### config.mk
export PLATFORM = sky130hd
export DESIGN_NAME = rrpp_lcg
export DESIGN_NICKNAME = d
export VERILOG_FILES = /design/src/rtl/core/rrpp_pkg.sv /design/src/rtl/core/rrpp_lcg.sv
export SDC_FILE = /design/constraint.sdc
export NUM_CORES = 2
export LEC_CHECK = 0
export BUFFER_PORTS_ARGS = -buffer_cell sky130_fd_sc_hd__buf_4
export CORE_UTILIZATION = 34
export DETAILED_ROUTE_END_ITERATION = 10
export PLACE_DENSITY_LB_ADDON = 0.2
export SLEW_MARGIN = 0
export SYNTH_ARGS = -nofsm -noshare
export SYNTH_HDL_FRONTEND = slang
export SYNTH_SLANG_ARGS = --single-unit
export TNS_END_PERCENT = 30
### constraint.sdc
create_clock -name clk -period 9.16 [get_ports clk]
set_input_delay 1.832 -clock clk [delete_from_list [all_inputs] [get_ports clk]]
set_output_delay 1.832 -clock clk [all_outputs]
set_load 0.01 [all_outputs]
### src/rtl/core/rrpp_pkg.sv
// ----------------------------------------------------------------------------
// rrpp_pkg
// Shared widths, codes, constants and types of the region palette painter.
// ----------------------------------------------------------------------------
package rrpp_pkg;

	localparam int STATE_W         = 48;
	localparam int CHUNK_W         = 16;
	localparam int MULT_W          = 35;
	localparam int DRAW_W          = 3;
	localparam int CNT_W           = 17;
	localparam int LABEL_W         = 16;
	localparam int CMD_W           = 2;
	localparam int REGION_CNT_W    = 13;
	localparam int CFG_IDX_W       = 3;
	localparam int CFG_DATA_W      = 64;
	localparam int BYTE_W          = 8;
	localparam int RGB_W           = 24;
	localparam int PAL_ENT_W       = 24;
	localparam int PAL_W           = 3 * CFG_DATA_W;
	localparam int MAX_REGIONS_DEF = 4096;

	localparam logic [MULT_W-1:0]  LCG_MULT   = 35'h5DEECE66D;
	localparam logic [STATE_W-1:0] LCG_ADD    = 48'hB;
	localparam logic [BYTE_W-1:0]  ALPHA_FULL = 8'hFF;

	typedef enum logic [CMD_W-1:0] {
		CMD_PIXEL  = 2'd0,
		CMD_FRAME  = 2'd1,
		CMD_RESEED = 2'd2
	} cmd_e;

	typedef enum logic [CFG_IDX_W-1:0] {
		REG_SEED         = 3'd0,
		REG_REGION_COUNT = 3'd1,
		REG_BACKGROUND   = 3'd2,
		REG_PAL_LOW      = 3'd3,
		REG_PAL_MID      = 3'd4,
		REG_PAL_HIGH     = 3'd5
	} cfg_idx_e;

	typedef struct packed {
		logic start;
		logic load;
	} lcg_ctl_t;

	typedef struct packed {
		logic              busy;
		logic              done;
		logic [DRAW_W-1:0] draw;
	} lcg_sts_t;

	typedef struct packed {
		logic [BYTE_W-1:0] red;
		logic [BYTE_W-1:0] green;
		logic [BYTE_W-1:0] blue;
		logic [BYTE_W-1:0] alpha;
		logic [DRAW_W-1:0] last_draw;
		logic              label_error;
	} res_t;

endpackage

### src/rtl/core/rrpp_lcg.sv
// ----------------------------------------------------------------------------
// rrpp_lcg
// 48-bit linear congruential generator; one 16-bit slice of the state is
// multiplied and accumulated per cycle, low, middle and high slice in turn.
// ----------------------------------------------------------------------------
module rrpp_lcg (
	input  logic                          clk,
	input  logic                          arst_n,
	input  rrpp_pkg::lcg_ctl_t            ctl,
	input  logic [rrpp_pkg::STATE_W-1:0]  seed,
	output rrpp_pkg::lcg_sts_t            sts
);
	import rrpp_pkg::*;

	typedef enum logic [1:0] {
		PH_LO,
		PH_MID,
		PH_HI
	} phase_t;

	phase_t                      phase_q;
	logic                        busy_q;
	logic [STATE_W-1:0]          state_q;
	logic [STATE_W-1:0]          acc_q;
	logic [CHUNK_W-1:0]          chunk;
	logic [CHUNK_W+MULT_W-1:0]   prod;
	logic [STATE_W-1:0]          term;
	logic [STATE_W-1:0]          acc_in;
	logic [STATE_W-1:0]          sum;

	always_comb begin
		chunk = state_q[CHUNK_W-1:0];
		term  = '0;
		prod  = (CHUNK_W+MULT_W)'(chunk) * (CHUNK_W+MULT_W)'(LCG_MULT);
		case (phase_q)
			PH_LO: begin
				chunk = state_q[CHUNK_W-1:0];
				prod  = (CHUNK_W+MULT_W)'(chunk) * (CHUNK_W+MULT_W)'(LCG_MULT);
				term  = prod[STATE_W-1:0];
			end
			PH_MID: begin
				chunk = state_q[2*CHUNK_W-1:CHUNK_W];
				prod  = (CHUNK_W+MULT_W)'(chunk) * (CHUNK_W+MULT_W)'(LCG_MULT);
				term  = {prod[STATE_W-CHUNK_W-1:0], {CHUNK_W{1'b0}}};
			end
			PH_HI: begin
				chunk = state_q[3*CHUNK_W-1:2*CHUNK_W];
				prod  = (CHUNK_W+MULT_W)'(chunk) * (CHUNK_W+MULT_W)'(LCG_MULT);
				term  = {prod[STATE_W-2*CHUNK_W-1:0], {(2*CHUNK_W){1'b0}}};
			end
			default: begin
				term = '0;
			end
		endcase
		acc_in = (phase_q == PH_LO) ? LCG_ADD : acc_q;
		sum    = acc_in + term;
	end

	always_ff @(posedge clk or negedge arst_n) begin
		if (!arst_n) begin
			busy_q  <= 1'b0;
			phase_q <= PH_LO;
			state_q <= '0;
		end else if (ctl.load) begin
			busy_q  <= 1'b0;
			phase_q <= PH_LO;
			state_q <= seed;
		end else if (ctl.start) begin
			busy_q  <= 1'b1;
			phase_q <= PH_LO;
		end else if (busy_q) begin
			unique case (phase_q)
				PH_LO:   phase_q <= PH_MID;
				PH_MID:  phase_q <= PH_HI;
				PH_HI: begin
					phase_q <= PH_LO;
					busy_q  <= 1'b0;
					state_q <= sum;
				end
				default: phase_q <= PH_LO;
			endcase
		end
	end

	always_ff @(posedge clk) begin
		if (busy_q) begin
			acc_q <= sum;
		end
	end

	assign sts.busy = busy_q;
	assign sts.done = busy_q && (phase_q == PH_HI);
	assign sts.draw = state_q[STATE_W-1:STATE_W-DRAW_W];

	a_start_idle: assert property (@(posedge clk) disable iff (!arst_n)
		ctl.start |-> !busy_q)
		else $error("generator started while a step is in progress");

	a_done_ends: assert property (@(posedge clk) disable iff (!arst_n)
		(sts.done && !ctl.load && !ctl.start) |=> !busy_q)
		else $error("generator still busy after final slice");

endmodule

==> qor.csv <==
metric,value,unit
post-route ant nets,0,
clk_skew,0.0220,ns
IO Pins,57,
Area growth syn-to-layout,7.81,%
routability-driven placement congestion ratio,0.956,
ant diodes,0,
hold_buf cts,0,
initial core utilization,34.3,%
port bufs,56,
"Distinct cells, synth",88,
reg2reg start,state_q[13],
crit path DAT,8.90,ns
final-stage net count,3589,
maximum fanout along the worst path,8,
status,finished clean,
minimum clock period,8.75,ns
Seq cells post-synth,99,
footprint of the multi-input gates,0.0202,mm2
post-synth net total,3553,
Worst Hold Depth,2,
"Slowest-stage cell, CP",ha_1,
Post-Synthesis Cell Area,0.0255,mm2
FF-to-FF End,acc_q[47],
worst endpoint required time,9.31,ns
vias in the first global route,20560,
Hold Path Origin,acc_q[0],
CP Class,register to register,
R2R depth,31,
Hold Path End,acc_q[0],
"EDFF count, synth",48,
CP peak stage delay,0.58,ns
Main synth FF type,dfrtp_1,
sequential fraction of the synthesis area,10.6,%
Max Root-Sink Buffers,2,
Tot GR Track Use,22.0,%
"FFs w/ async S/R, synth",51.5,%
DRC,0,
global-route wire length before repair,127000,um
H-Tree Level Count,3,
Final Slew Violations,0,
Post-Syn Instances,2704,
number of setup buffers added after CTS,0,
"Clk Latency, worst-skew pair",0.40,ns
fin crit share,95.5,%
"CTS clk-pin slew, worst paths",0.09,ns
placed cell count,3698,
drt initial violations,962,
worst hold-check path type,register to register,
Core Region,0.0744,mm2
Rows,100,
share of cells above drive strength 1,6.12,%
post-cts sizing count,0,
DR vias,18690,
Final Hold Fails,0,
die height,276,um
HPWL after DPL,70300,um
initial antenna violation count,0,
routed len/inst,21.7,um
Final setup viols,0,
Die W,276,um
CTS sink cnt,99,
max-slew headroom at the worst pin,31.7,%
Pre-Repair DR Iteration Count,5,
CTS buffer count,9,
R2R setup slack,0.41,ns
largest net degree at the start of global routing,52,
Fmax achieved,114,MHz
startpoint types,register,
RSZ-0062 raised after global routing,no,
WL final,80700,um
grt ovf,0,
CTS tree,built,
register cell area after layout,0.00272,mm2
Die ar.,0.0762,mm2
Layout fillers,7536,
"Avg Cell Area, Syn",9.45,um2
Final Instance Count excl. Fillers,3714,
total negative slack,0,ns
vias per cell,5.03,
CP endpoint kind,register,
CTS root buffer,clkbuf_16,
CP dominant cell by count,fa_1,
synth warn,0,
max cap viols,0,
Slew @ Worst Pin,1.02,ns
## cell families (layout without fill, tap and decap cells)
| kind of cell | count (synthesis) | in the layout | synth area share [%] |
|---|---|---|---|
| adder cells (fa/ha/maj) | 797 | 797 | 51.0 |
| XOR/XNOR | 144 | 144 | 4.94 |
| multiplexers | 45 | 45 | 1.77 |
| buffers and inverters | 707 | 748 | 10.5 |
| flip-flops | 99 | 99 | 10.6 |
| AND/OR/NAND/NOR | 425 | 425 | 8.50 |
| AO/OA/AOI/OAI | 487 | 487 | 12.6 |
## layout by cell type (no fill, tap or decap), types with 46 or more instances in the layout
| cell type | synthesis | final |
|---|---|---|
| a21oi_1 | 128 | 127 |
| xnor2_1 | 98 | 96 |
| and2_1 | 51 | 51 |
| a21o_1 | 76 | 76 |
| fa_1 | 406 | 406 |
| nor2_1 | 83 | 83 |
| o21ai_0 | 116 | 112 |
| dfrtp_1 | 51 | 47 |
| buf_4 | 5 | 95 |
| xor2_1 | 46 | 46 |
| ha_1 | 391 | 388 |
| edfxtp_1 | 48 | 48 |
| inv_1 | 637 | 637 |
| nand2_1 | 114 | 114 |
## metal layers
layer  GRT usage [%]  up-vias  wire length (um)
met5               0        -                 0
met4            5.87        0              1990
met3            1.79       81              1970
met2            37.4      329             39100
met1            30.0     9454             37600
li1                -     8826                 -
## layout make-up
| type | instances | area share [%] |
|---|---|---|
| Timing Repair Buffer | 95 | 2.59 |
| Inverter | 637 | 8.68 |
| Clock buffer | 10 | 0.832 |
| Sequential cell | 99 | 9.89 |
| Clock inverter | 6 | 0.327 |
| Tap cell | 969 | 4.40 |
| Multi-Input combinational cell | 1898 | 73.3 |
## registers in the layout, summed over array words and instances, names as in the netlist
signal and cells:
acc_q 48, state_q 48, phase_q 2, busy_q 1
## worst max-delay path: cells and delay by family, from the launching register on
| kind | cells | cell delay (ns) |
|---|---|---|
| adder cells (fa/ha/maj) | 8 | 3.85 |
| AO/OA/AOI/OAI | 9 | 1.83 |
| AND/OR/NAND/NOR | 8 | 1.60 |
| flip-flops | 1 | 0.50 |
| buffers and inverters | 4 | 0.34 |
| XOR/XNOR | 1 | 0.20 |
| multiplexers | 1 | 0.17 |
## cell usage after synthesis, types with 6 or more instances
cell / instances / share of area, %
a21o_1: 76 / 2.2
a21oi_1: 128 / 2.5
nor2b_1: 24 / 0.59
nand2b_1: 17 / 0.42
or3_1: 7 / 0.17
xnor2_1: 98 / 3.4
o21a_1: 17 / 0.50
or2_2: 14 / 0.34
ha_1: 391 / 19
and2_1: 51 / 1.2
o31ai_1: 11 / 0.32
and3_1: 13 / 0.32
inv_1: 637 / 9.4
o21ai_0: 116 / 2.3
xor2_1: 46 / 1.6
a211oi_1: 20 / 0.59
clkbuf_1: 54 / 0.79
mux2i_1: 44 / 1.7
a31oi_1: 17 / 0.42
edfxtp_1: 48 / 5.6
dfrtp_1: 51 / 5.0
nand4_1: 21 / 0.51
o211ai_1: 6 / 0.18
and4_1: 6 / 0.21
o22ai_1: 6 / 0.15
nor3_1: 30 / 0.59
nor3b_1: 9 / 0.26
nand3_1: 21 / 0.41
o21bai_1: 20 / 0.59
fa_1: 406 / 32
nand2_1: 114 / 1.7
nor2_1: 83 / 1.2
## metrics by stage
stage / hold WS, ns / setup slack (ns) / util [%] / cell area (um2)
floorplan: 0.530 / 1.07 / - / 25500
global placement: 0.559 / 0.140 / 36.5 / 27200
detailed placement: 0.578 / 0.106 / 36.5 / 27200
CTS: 0.601 / 0.0595 / 36.9 / 27500
global route: 0.644 / 0.0254 / 37.0 / 27500
finish: 0.607 / 0.409 / 37.0 / 27500
## worst max path at each step
| stage | startpoint | end | slack, ns | depth (start not counted) |
|---|---|---|---|---|
| detailed placement | state_q[1] | acc_q[47] | 0.11 | 31 |
| finish | state_q[13] | acc_q[47] | 0.41 | 31 |
| floorplan | state_q[4] | state_q[45] | 1.07 | 32 |
| global route | state_q[4] | state_q[45] | 0.03 | 31 |
| global placement | state_q[1] | acc_q[47] | 0.14 | 31 |
| CTS | state_q[1] | acc_q[47] | 0.06 | 31 |
Power is left out: the tool's default activity adds up to more than one toggle a clock period on the data nets, which glitch-free logic cannot reach.
